File: src/ois_pkg.sv
`timescale 1ns / 1ps
// types and codes shared by the ordered id set engine
package ois_pkg;

    typedef enum logic [2:0] {
        CMD_ADD      = 3'd0,
        CMD_REMOVE   = 3'd1,
        CMD_TOGGLE   = 3'd2,
        CMD_CONTAINS = 3'd3,
        CMD_CLEAR    = 3'd4
    } t_cmd;

    typedef enum logic [1:0] {
        ST_OK      = 2'd0,
        ST_ZERO_ID = 2'd1,
        ST_FULL    = 2'd2
    } t_status;

    typedef enum logic [1:0] {
        S_IDLE,
        S_SCAN,
        S_SHIFT,
        S_FINISH
    } t_state;

    typedef struct packed {
        logic rd_en;
        logic wr_en;
    } t_mem_ctl;

    localparam int CMD_W      = 3;
    localparam int OBJ_ID_W   = 32;
    localparam int STATUS_W   = 2;
    localparam int COUNT_W    = 7;
    localparam int REV_W      = 32;
    localparam int S_DATA_W   = 32;
    localparam int M_DATA_W   = 48;

endpackage

File: src/ois_store.sv
`timescale 1ns / 1ps
// identifier store: one write port, one registered read port
module ois_store
    import ois_pkg::*;
#(
    parameter int DEPTH = 64,
    parameter int WIDTH = 32,
    parameter int AW    = 6
) (
    input  logic             i_clk,
    input  t_mem_ctl         i_ctl,
    input  logic [AW-1:0]    i_rd_addr,
    input  logic [AW-1:0]    i_wr_addr,
    input  logic [WIDTH-1:0] i_wr_data,
    output logic [WIDTH-1:0] o_rd_data
);

    logic [WIDTH-1:0] r_mem [DEPTH];
    logic [WIDTH-1:0] r_rd_data;

    always_ff @(posedge i_clk) begin
        if (i_ctl.wr_en) begin
            r_mem[i_wr_addr] <= i_wr_data;
        end
    end

    always_ff @(posedge i_clk) begin
        if (i_ctl.rd_en) begin
            r_rd_data <= r_mem[i_rd_addr];
        end
    end

    assign o_rd_data = r_rd_data;

endmodule

File: src/ois_ctrl.sv
`timescale 1ns / 1ps
// sequencer: scans the store, shifts entries down on remove or toggle, appends on add or toggle
module ois_ctrl
    import ois_pkg::*;
#(
    parameter int SET_CAPACITY = 64,
    parameter int ID_BITS      = 32,
    parameter int AW           = 6,
    parameter int CW           = 7
) (
    input  logic               i_clk,
    input  logic               i_rst_n,
    input  logic               i_start,
    input  logic [CMD_W-1:0]   i_cmd,
    input  logic [ID_BITS-1:0] i_id,
    output logic               o_ready,
    output logic               o_res_valid,
    input  logic               i_res_take,
    output t_status            o_status,
    output logic               o_was,
    output logic [CW-1:0]      o_count,
    output logic [REV_W-1:0]   o_rev,
    output t_mem_ctl           o_mem_ctl,
    output logic [AW-1:0]      o_rd_addr,
    output logic [AW-1:0]      o_wr_addr,
    output logic [ID_BITS-1:0] o_wr_data,
    input  logic [ID_BITS-1:0] i_rd_data
);

    localparam logic [CW-1:0] CAP = CW'(SET_CAPACITY);

    t_state             r_state, n_state;
    logic [CMD_W-1:0]   r_cmd;
    logic [ID_BITS-1:0] r_id;
    logic [CW-1:0]      r_addr, n_addr;
    logic               r_rvalid;
    logic [CW-1:0]      r_ridx;
    logic [CW-1:0]      r_count, n_count;
    logic [REV_W-1:0]   r_rev, n_rev;
    t_status            r_status, n_status;
    logic               r_was, n_was;

    logic          w_issue;
    logic          w_match;
    logic          w_scan_end;
    logic          w_lookup_cmd;
    logic          w_drop_cmd;
    logic          w_grow_cmd;
    logic          w_id_zero;
    logic [CW-1:0] w_dst;

    assign w_issue      = ((r_state == S_SCAN) || (r_state == S_SHIFT)) && (r_addr < r_count);
    assign w_match      = r_rvalid && (i_rd_data == r_id);
    assign w_scan_end   = !r_rvalid && (r_addr >= r_count);
    assign w_id_zero    = (i_id == '0);
    assign w_lookup_cmd = (i_cmd == CMD_ADD) || (i_cmd == CMD_REMOVE) ||
                          (i_cmd == CMD_TOGGLE) || (i_cmd == CMD_CONTAINS);
    assign w_drop_cmd   = (r_cmd == CMD_REMOVE) || (r_cmd == CMD_TOGGLE);
    assign w_grow_cmd   = (r_cmd == CMD_ADD) || (r_cmd == CMD_TOGGLE);
    // entry read at r_ridx moves one place down
    assign w_dst        = r_ridx - CW'(1);

    // next state
    always_comb begin
        n_state = r_state;
        unique case (r_state)
            S_IDLE: begin
                if (i_start) begin
                    n_state = (w_lookup_cmd && !w_id_zero) ? S_SCAN : S_FINISH;
                end
            end
            S_SCAN: begin
                priority if (w_match) begin
                    n_state = w_drop_cmd ? S_SHIFT : S_FINISH;
                end else if (w_scan_end) begin
                    n_state = S_FINISH;
                end
            end
            S_SHIFT: begin
                if (w_scan_end) begin
                    n_state = S_FINISH;
                end
            end
            S_FINISH: begin
                if (i_res_take) begin
                    n_state = S_IDLE;
                end
            end
            default: n_state = S_IDLE;
        endcase
    end

    // outputs and memory control
    always_comb begin
        o_ready           = (r_state == S_IDLE);
        o_res_valid       = (r_state == S_FINISH);
        o_mem_ctl.rd_en   = w_issue;
        o_mem_ctl.wr_en   = 1'b0;
        o_rd_addr         = r_addr[AW-1:0];
        o_wr_addr         = w_dst[AW-1:0];
        o_wr_data         = i_rd_data;
        unique case (r_state)
            S_SCAN: begin
                if (w_scan_end && w_grow_cmd && (r_count < CAP)) begin
                    o_mem_ctl.wr_en = 1'b1;
                    o_wr_addr       = r_count[AW-1:0];
                    o_wr_data       = r_id;
                end
            end
            S_SHIFT: begin
                o_mem_ctl.wr_en = r_rvalid;
            end
            S_IDLE, S_FINISH: begin
                o_mem_ctl.wr_en = 1'b0;
            end
            default: o_mem_ctl.wr_en = 1'b0;
        endcase
    end

    // datapath next values
    always_comb begin
        n_addr   = w_issue ? (r_addr + CW'(1)) : r_addr;
        n_count  = r_count;
        n_rev    = r_rev;
        n_status = r_status;
        n_was    = r_was;
        unique case (r_state)
            S_IDLE: begin
                if (i_start) begin
                    n_addr   = '0;
                    n_was    = 1'b0;
                    n_status = (w_lookup_cmd && w_id_zero) ? ST_ZERO_ID : ST_OK;
                    if ((i_cmd == CMD_CLEAR) && (r_count != '0)) begin
                        n_count = '0;
                        n_rev   = r_rev + REV_W'(1);
                    end
                end
            end
            S_SCAN: begin
                priority if (w_match) begin
                    n_was = 1'b1;
                end else if (w_scan_end && w_grow_cmd) begin
                    if (r_count >= CAP) begin
                        n_status = ST_FULL;
                    end else begin
                        n_count = r_count + CW'(1);
                        n_rev   = r_rev + REV_W'(1);
                    end
                end
            end
            S_SHIFT: begin
                if (w_scan_end) begin
                    n_count = r_count - CW'(1);
                    n_rev   = r_rev + REV_W'(1);
                end
            end
            S_FINISH: begin
                n_addr = r_addr;
            end
            default: n_addr = r_addr;
        endcase
    end

    always_ff @(posedge i_clk) begin
        if (!i_rst_n) begin
            r_state  <= S_IDLE;
            r_addr   <= '0;
            r_rvalid <= 1'b0;
            r_count  <= '0;
            r_rev    <= '0;
        end else begin
            r_state  <= n_state;
            r_addr   <= n_addr;
            r_rvalid <= w_issue;
            r_count  <= n_count;
            r_rev    <= n_rev;
        end
    end

    always_ff @(posedge i_clk) begin
        r_ridx   <= r_addr;
        r_status <= n_status;
        r_was    <= n_was;
        if ((r_state == S_IDLE) && i_start) begin
            r_cmd <= i_cmd;
            r_id  <= i_id;
        end
    end

    assign o_status = r_status;
    assign o_was    = r_was;
    assign o_count  = r_count;
    assign o_rev    = r_rev;

endmodule

File: src/ordered_id_set_engine.sv
`timescale 1ns / 1ps
// ordered id set engine: stream ports, result register, store and sequencer
// flow: clear, zero id and unknown commands go straight to the result register,
//   add, remove, toggle and contains first walk the members held in the store
// throughput: one item at a time, the input is ready again as soon as the result is
//   registered; the walk through the store makes one read per cycle
// reset: synchronous active low, empties the set and zeroes the revision, no clearing pass
module ordered_id_set_engine
    import ois_pkg::*;
#(
    parameter int SET_CAPACITY = 64,
    parameter int ID_BITS      = 32
) (
    input  logic                i_clk,
    input  logic                i_rst_n,
    input  logic                s_axis_tvalid,
    output logic                s_axis_tready,
    input  logic [S_DATA_W-1:0] s_axis_tdata,  // object_id[31:0]
    input  logic [CMD_W-1:0]    s_axis_tuser,  // cmd[2:0]
    output logic                m_axis_tvalid,
    input  logic                m_axis_tready,
    output logic [M_DATA_W-1:0] m_axis_tdata   // status[1:0], was_member[2],
                                               // member_count[9:3], revision[41:10], zero pad
);

    localparam int AW = (SET_CAPACITY > 1) ? $clog2(SET_CAPACITY) : 1;
    localparam int CW = $clog2(SET_CAPACITY + 1);

    logic                      w_start;
    logic                      w_ready;
    logic                      w_res_valid;
    logic                      w_take;
    logic [ID_BITS+OBJ_ID_W-1:0] w_id_ext;
    logic [ID_BITS-1:0]        w_id;
    t_status                   w_status;
    logic                      w_was;
    logic [CW-1:0]             w_count;
    logic [CW+COUNT_W-1:0]     w_count_ext;
    logic [REV_W-1:0]          w_rev;
    t_mem_ctl                  w_mem_ctl;
    logic [AW-1:0]             w_rd_addr;
    logic [AW-1:0]             w_wr_addr;
    logic [ID_BITS-1:0]        w_wr_data;
    logic [ID_BITS-1:0]        w_rd_data;

    logic                r_m_valid;
    logic [M_DATA_W-1:0] r_m_data;

    // identifier taken modulo 2^ID_BITS
    assign w_id_ext    = {{ID_BITS{1'b0}}, s_axis_tdata[OBJ_ID_W-1:0]};
    assign w_id        = w_id_ext[ID_BITS-1:0];
    assign w_count_ext = {{COUNT_W{1'b0}}, w_count};

    assign s_axis_tready = w_ready;
    assign w_start       = s_axis_tvalid && w_ready;
    assign w_take        = !r_m_valid || m_axis_tready;

    ois_ctrl #(
        .SET_CAPACITY (SET_CAPACITY),
        .ID_BITS      (ID_BITS),
        .AW           (AW),
        .CW           (CW)
    ) u_ctrl (
        .i_clk       (i_clk),
        .i_rst_n     (i_rst_n),
        .i_start     (w_start),
        .i_cmd       (s_axis_tuser),
        .i_id        (w_id),
        .o_ready     (w_ready),
        .o_res_valid (w_res_valid),
        .i_res_take  (w_take),
        .o_status    (w_status),
        .o_was       (w_was),
        .o_count     (w_count),
        .o_rev       (w_rev),
        .o_mem_ctl   (w_mem_ctl),
        .o_rd_addr   (w_rd_addr),
        .o_wr_addr   (w_wr_addr),
        .o_wr_data   (w_wr_data),
        .i_rd_data   (w_rd_data)
    );

    ois_store #(
        .DEPTH (SET_CAPACITY),
        .WIDTH (ID_BITS),
        .AW    (AW)
    ) u_store (
        .i_clk     (i_clk),
        .i_ctl     (w_mem_ctl),
        .i_rd_addr (w_rd_addr),
        .i_wr_addr (w_wr_addr),
        .i_wr_data (w_wr_data),
        .o_rd_data (w_rd_data)
    );

    // result register
    always_ff @(posedge i_clk) begin
        if (!i_rst_n) begin
            r_m_valid <= 1'b0;
        end else if (w_take) begin
            r_m_valid <= w_res_valid;
        end
    end

    always_ff @(posedge i_clk) begin
        if (w_take && w_res_valid) begin
            r_m_data <= {6'b0, w_rev, w_count_ext[COUNT_W-1:0], w_was, w_status};
        end
    end

    assign m_axis_tvalid = r_m_valid;
    assign m_axis_tdata  = r_m_data;

endmodule

File: config.mk
export PLATFORM = sky130hd
export DESIGN_NAME = ordered_id_set_engine
export DESIGN_NICKNAME = d
export VERILOG_FILES = /design/src/ois_pkg.sv /design/src/ois_store.sv /design/src/ois_ctrl.sv /design/src/ordered_id_set_engine.sv
export SDC_FILE = /design/constraint.sdc
export NUM_CORES = 2
export LEC_CHECK = 0
export ABC_AREA = 0
export BUFFER_PORTS_ARGS = -buffer_cell sky130_fd_sc_hd__buf_2
export CAP_MARGIN = 15
export CORE_MARGIN = 5
export CORE_UTILIZATION = 45
export CTS_CLUSTER_DIAMETER = 30
export CTS_CLUSTER_SIZE = 28
export DETAILED_ROUTE_END_ITERATION = 12
export PLACE_DENSITY = 0.61
export SYNTH_ARGS = -nofsm -noshare
export SYNTH_HDL_FRONTEND = slang
export SYNTH_SLANG_ARGS = --single-unit
File: constraint.sdc
create_clock -name i_clk -period 5.5 [get_ports i_clk]
set_input_delay 1.375 -clock i_clk [delete_from_list [all_inputs] [get_ports i_clk]]
set_output_delay 1.375 -clock i_clk [all_outputs]
set_load 0.05 [all_outputs]
======== Word level (Yosys, flattened, before mapping) ========
Memory sizes are Yosys's and may differ from the RTL's. A register that Yosys moved wholly into a read port is not among the register bits.
Cells that the tools add are included.
Widths: inputs -> output; s select.
operators by class
  magnitude comparators ................... 4
  reductions and logical operators ........ 33
  add/subtract/negate cells ............... 5
  equality and inequality tests ........... 19
  mux-type cells .......................... 41
operators with widths
  cell                   number
  $mux 32                8
  $pmux 32 s3            1
  $mux 7                 8
  $add 32x1->32 const B  1
  $eq 32x32->1           1
  $logic_not 32->1       1
  $pmux 7 s3             1
  $mux 2                 9
  $add 7x1->7 const B    2
  $pmux 7 s2             1
  $mux 6                 2
  $logic_and 1x1->1      11
  $ne 2x1->1 const B     5
  $eq 3x2->1 const B     3
  $ne 2x2->1 const B     4
  $pmux 2 s4             1
  $ge 7x7->1             1
  $ge 7x7->1 const B     1
  $logic_or 1x1->1       7
  $lt 7x7->1             1
  $lt 7x7->1 const B     1
  $mux 1                 7
  $reduce_and 7->1       1
  $reduce_bool 7->1      1
  18 further kinds       23
storage, ports and cells
  memories ................................ 1
  RAM bits ................................ 2048
  input bits .............................. 39
  flip-flop bits (word level) ............. 136
  word-level logic and storage cells ...... 115
  output and inout bits ................... 50
memories
  memory         words  width  rd ports  clocked after memory_dff  write ports  RTL line         RTL
  u_store.r_mem  64     32     1         1                         1            ois_store.sv:18  logic [WIDTH-1:0] r_mem [DEPTH];

======== Depth between registers and ports, before layout ========
  word-level depth ........................ 8
  mapped depth ............................ 15
  gate-level depth less buffers ........... 9

======== Hierarchy ========
A second synthesis with hierarchy kept.
unflattened totals
  cell total of the unflattened synthesis .. 3930
  area, all modules ....................... 85739.7 um2
by module, submodules not included
  module                 sequential area each (um2)  cells an instance  instances  area each (um2)
  ois_store              62459.9                     3324               1          78835.6
  ois_ctrl               2242.2                      551                1          5530.3
  ordered_id_set_engine  1281.2                      55                 1          1373.8

======== Worst setup path after synthesis ========
Ideal clock, no wire load.
  kind .................................... reg2reg
  start ................................... reg u_ctrl.r_addr[0]
  end ..................................... mem u_store.r_mem[32][0] (enable)
  required time ........................... 5068 ps
  path slack .............................. 840 ps
  buffers on the path ..................... 6
  cell stages (with the launch flop) ...... 15
  data arrival time ....................... 4228 ps
  path through ............................ dfxtp_1 clkbuf_1 buf_6 buf_6 buf_2 inv_1 ha_1 nand2b_1 a211oi_1 o21a_1 or3_1 buf_2 buf_2 nand4_1 a21oi_1
between the ends
  cells in the longest elaborated chain, start to end .. 8
RTL lines
  item                               RTL line         RTL
  from (decl)                        ois_ctrl.sv:35   logic [CW-1:0] r_addr, n_addr;
  from (signal assigned)             ois_ctrl.sv:173  r_addr <= n_addr;
  $ge 7x7->1 *                       ois_ctrl.sv:54   assign w_scan_end = !r_rvalid && (r_addr >= r_count);
  $logic_and 1x1->1 *                ois_ctrl.sv:54
  $logic_and 1x1->1 * (2 in series)  ois_ctrl.sv:104  if (w_scan_end && w_grow_cmd && (r_count < CAP)) begin
  $mux 1                             ois_ctrl.sv:104
  $pmux 1 s3                         ois_ctrl.sv:102  unique case (r_state)
  $mux 1                             ois_store.sv:22  if (i_ctl.wr_en) begin
  $mux 1 (not written as such)       ois_store.sv:23  r_mem[i_wr_addr] <= i_wr_data;
  to (decl)                          ois_store.sv:18
Mark *: on every way between the ends. The rest lies on a longest branch, timed or not.

======== Worst setup path after layout ========
  start ................................... reg u_ctrl.r_count[5], in the netlist u_ctrl.o_count[5]
  end ..................................... mem u_store.r_mem[3][13] (enable)
between the ends
  cells in the longest elaborated chain, start to end .. 8
RTL lines
  item                             RTL line         RTL
  from (decl)                      ois_ctrl.sv:38   logic [CW-1:0] r_count, n_count;
  from (signal assigned)           ois_ctrl.sv:175  r_count <= n_count;
  $ge 7x7->1                       ois_ctrl.sv:54
  $logic_and 1x1->1                ois_ctrl.sv:54
  $logic_and 1x1->1 (2 in series)  ois_ctrl.sv:104
  $mux 1                           ois_ctrl.sv:104
  $pmux 1 s3                       ois_ctrl.sv:102
  $mux 1                           ois_store.sv:22
  $mux 1 (not written as such)     ois_store.sv:23
Parallel ways exist; a longest one is shown, timed or not.

==> impl_metrics.json <==
{
  "status": "completed",
  "slowest_stage": "mux2i_2",
  "gp_congestion": 0.8894,
  "area_growth_pct": 22.52,
  "max-cap-violations": 0,
  "cts_resized": 0,
  "slew_viol_final": 0,
  "fin_nets": 4309,
  "ys_ff_latch": 2216,
  "worstMarginPinSlew_ns": 1.153,
  "crit_fanout": 24,
  "drt_iter0_drc": 4299,
  "fin_crit_sh_pct": 83.64,
  "gr-total-overflow": 0,
  "fin_util_pct": 55.31,
  "fin_ws_ns": 0.9001,
  "fin_total_pwr_mw": 54.85,
  "max_freq_mhz": 217.4,
  "relSlewSlack_pct": 21.60,
  "hp-class": "flip-flop to flip-flop",
  "viasPerCell": 5.828,
  "wire_per_inst_um": 28.95,
  "power.leakage_nw": 32.63,
  "clock-sinks": 2216,
  "crit_buf_inv": 3,
  "port-buffer-count": 82,
  "yosys.area.top_type": "edfxtp_1",
  "placementRows": 160,
  "dpl-instance-area_sq_um": 90500,
  "die_area_sq_um": 199000,
  "syn_inst": 3786,
  "finalSetupViolCount": 0,
  "root_buffer": "clkbuf_16",
  "wirelength_mm": 205.5,
  "dp_hpwl_mm": 120.3,
  "power_density_nw_per_um2": 523.1,
  "io_pins": 89,
  "startpoint_type": "flip-flop",
  "hold_slack_ns": 0.4163,
  "syn_area_sq_um": 85580,
  "drc_errors": 0,
  "crit_family": "simple AND/OR/NAND/NOR gates",
  "clock_latency_ns": 0.97,
  "numPlacedInstances": 6328,
  "grt_setup_unrepaired": "no",
  "place_ws_ns": 0.9696,
  "die_h_um": 446.1,
  "core_area_sq_um": 189600,
  "clock_path_buffers": 4,
  "synth_flop_cell": "edfxtp_1",
  "antenna_found_initial": 7,
  "post-cts-setup-buffers": 0,
  "crit_type": "flip-flop to flip-flop",
  "synth_top_area_share_pct": 75.79,
  "fin_skew_ns": 0.08929,
  "cts_buffers": 424,
  "cts_tree": "done",
  "setup_tns_ns": 0,
  "synth_edf_count": 2160,
  "hold_viol": 0,
  "required_ns": 6.15,
  "cp_slowest_stage_delay_ns": 0.91,
  "initial_core_util_pct": 45.14,
  "postRouteAntennaNets": 0,
  "worstPathArrival_ns": 5.25,
  "grt_max_degree": 145,
  "synth_seq_area_share_pct": 77.10,
  "ys_top_cells_by_area": "edfxtp_1 (76%), mux4_2 (17%), dfxtp_1 (1.3%)",
  "final_cell_area_sq_um": 104900,
  "synth_cell_type_count": 61,
  "grt_pass1_wl_mm": 299.7,
  "dr_total_vias": 41360,
  "layout-drive-gt1-share_pct": 35.99,
  "fin_cells": 7097,
  "ys_warn_count": 0,
  "cp_cell_sequence": "inv_1 -> ha_1 -> nand4_1 -> o21bai_1 -> o21a_1 -> or3_2 -> buf_4 -> mux2i_2 -> nor2_4 -> buf_4",
  "h-tree-depth": 5,
  "end_kind": "flip-flop",
  "async_flop_share_pct": 0,
  "drtPass1Iterations": 6,
  "first_global_vias": 42370,
  "clk_pin_slew_worst_paths_ns": 0.05,
  "ir_drop_v": 0.0003942,
  "crit_path_frequent_cell": "buf_4",
  "track_usage_pct": 20.71,
  "syn_area_per_cell_sq_um": 22.61,
  "min_period_ns": 4.600,
  "holdBufCountCts": 0,
  "die_w_um": 446.1
}
-- layout by cell type (no fill, tap or decap), types with 13 or more instances in the layout --
| cell type | count |
|---|---|
| xnor2_1 | 41 |
| dfxtp_1 | 52 |
| clkinv_4 | 32 |
| nand2_1 | 147 |
| buf_4 | 107 |
| nor2_1 | 29 |
| o31ai_1 | 19 |
| inv_1 | 23 |
| clkbuf_1 | 46 |
| or4_1 | 19 |
| edfxtp_1 | 2160 |
| nand3_1 | 27 |
| buf_12 | 42 |
| a22oi_1 | 69 |
| bufinv_16 | 64 |
| nor2_4 | 67 |
| nand2_2 | 20 |
| o21ai_0 | 13 |
| a21oi_1 | 37 |
| buf_2 | 82 |
| nor4_1 | 17 |
| mux4_2 | 640 |
| clkinv_1 | 56 |
| nor3_1 | 16 |
| ha_1 | 19 |
| clkbuf_16 | 427 |
| inv_6 | 20 |
| nand4_1 | 25 |
| clkinv_2 | 53 |
| clkinvlp_4 | 58 |
-- worst reg2reg max path, stage by stage (launching register included) --
cell      delay (ns)
dfxtp_1         0.46
inv_1           0.15
ha_1            0.32
nand4_1         0.13
o21bai_1        0.20
o21a_1          0.39
or3_2           0.81
buf_4           0.28
mux2i_2         0.91
nor2_4          0.37
buf_4           0.33
-- kinds of logic after synthesis --
family                   count (synthesis)  synth area share [%]
flip-flops                            2216                 77.10
multiplexers                           659                 17.07
AND/OR/NAND/NOR                        424                 2.357
buffers and inverters                  228                 1.152
AO/OA/AOI/OAI                          194                 1.569
XOR/XNOR                                44                0.4503
adder cells (fa/ha/maj)                 20                0.3012
other                                    1              0.004382
-- final cells by class --
| cell class | count | area (sq um) |
|---|---|---|
| fillers | 13940 | 84720 |
| flip-flops and latches | 2216 | 66000 |
| multi-input cells | 1347 | 19280 |
| clock buffers | 473 | 10860 |
| clock inverters | 287 | 3377 |
| well taps | 2511 | 3142 |
| repair buffers | 235 | 2100 |
| inverters | 26 | 97.59 |
| diodes | 2 | 5.005 |
-- Yosys cell counts, types with 6 or more instances --
cell type and instances:
a31oi_1 10, a32oi_1 9, buf_2 59, nand2_1 167, o31ai_1 19, mux2i_1 15
dfxtp_1 56, xnor2_1 41, buf_4 7, a21oi_1 39, nor4_1 20, clkbuf_1 107
nor3_1 16, ha_1 19, and4_1 7, a22oi_1 69, nor2_1 96, or4_1 19
edfxtp_1 2160, and3_1 9, inv_1 24, nand3_1 27, buf_1 25, o21ai_0 13
nor2b_1 6, or3_1 6, mux4_2 640, nand2b_1 12, nand4_1 25
-- per-layer routing --
| layer | vias up | GRT usage (%) | routed length (um) |
|---|---|---|---|
| met4 | 4 | 6.558 | 5667 |
| met5 | - | 0 | 23 |
| li1 | 17240 | - | - |
| met3 | 378 | 4.572 | 14750 |
| met1 | 22120 | 28.53 | 83930 |
| met2 | 1622 | 33.38 | 101100 |
-- path summary, 6_finish.rpt --
| kind | startpoint | to | slack, ns | cells past startpoint |
|---|---|---|---|---|
| setup / recovery | u_ctrl.o_count[5]$_SDFFE_PN0P_ | u_store.r_mem[3][13]$_DFFE_PP_ | 0.90 | 10 |
| hold / removal | u_ctrl.o_status[1]$_SDFFCE_PP1P_ | m_axis_tdata[1]$_DFFE_PP_ | 0.42 | 0 |
| setup reg to reg | u_ctrl.o_count[5]$_SDFFE_PN0P_ | u_store.r_mem[3][13]$_DFFE_PP_ | 0.90 | 10 |
| hold reg to reg | u_ctrl.o_status[1]$_SDFFCE_PP1P_ | m_axis_tdata[1]$_DFFE_PP_ | 0.42 | 0 |
-- sequential cells by signal (all words and copies together), names as in the netlist --
name,count
u_ctrl.r_ridx,6
u_ctrl.o_status,2
u_ctrl.r_id,32
m_axis_tdata,42
u_ctrl.r_addr,7
u_ctrl.o_count,7
m_axis_tvalid,1
u_ctrl.o_was,1
u_ctrl.r_cmd,3
u_ctrl.r_rvalid,1
u_ctrl.r_state,2
u_store.o_rd_data,32
u_ctrl.o_rev,32
u_store.r_mem,2048
-- power by group --
group	total [mW]	internal, mW	switching, mW	leakage [nW]
Clock	25.5	17.1	8.35	6.79
Sequential	21.3	21.1	0.223	19.9
Combinational	8.08	2.73	5.35	5.93
Total	54.8	40.9	13.9	32.6
(Power assumes the default switching activity.)
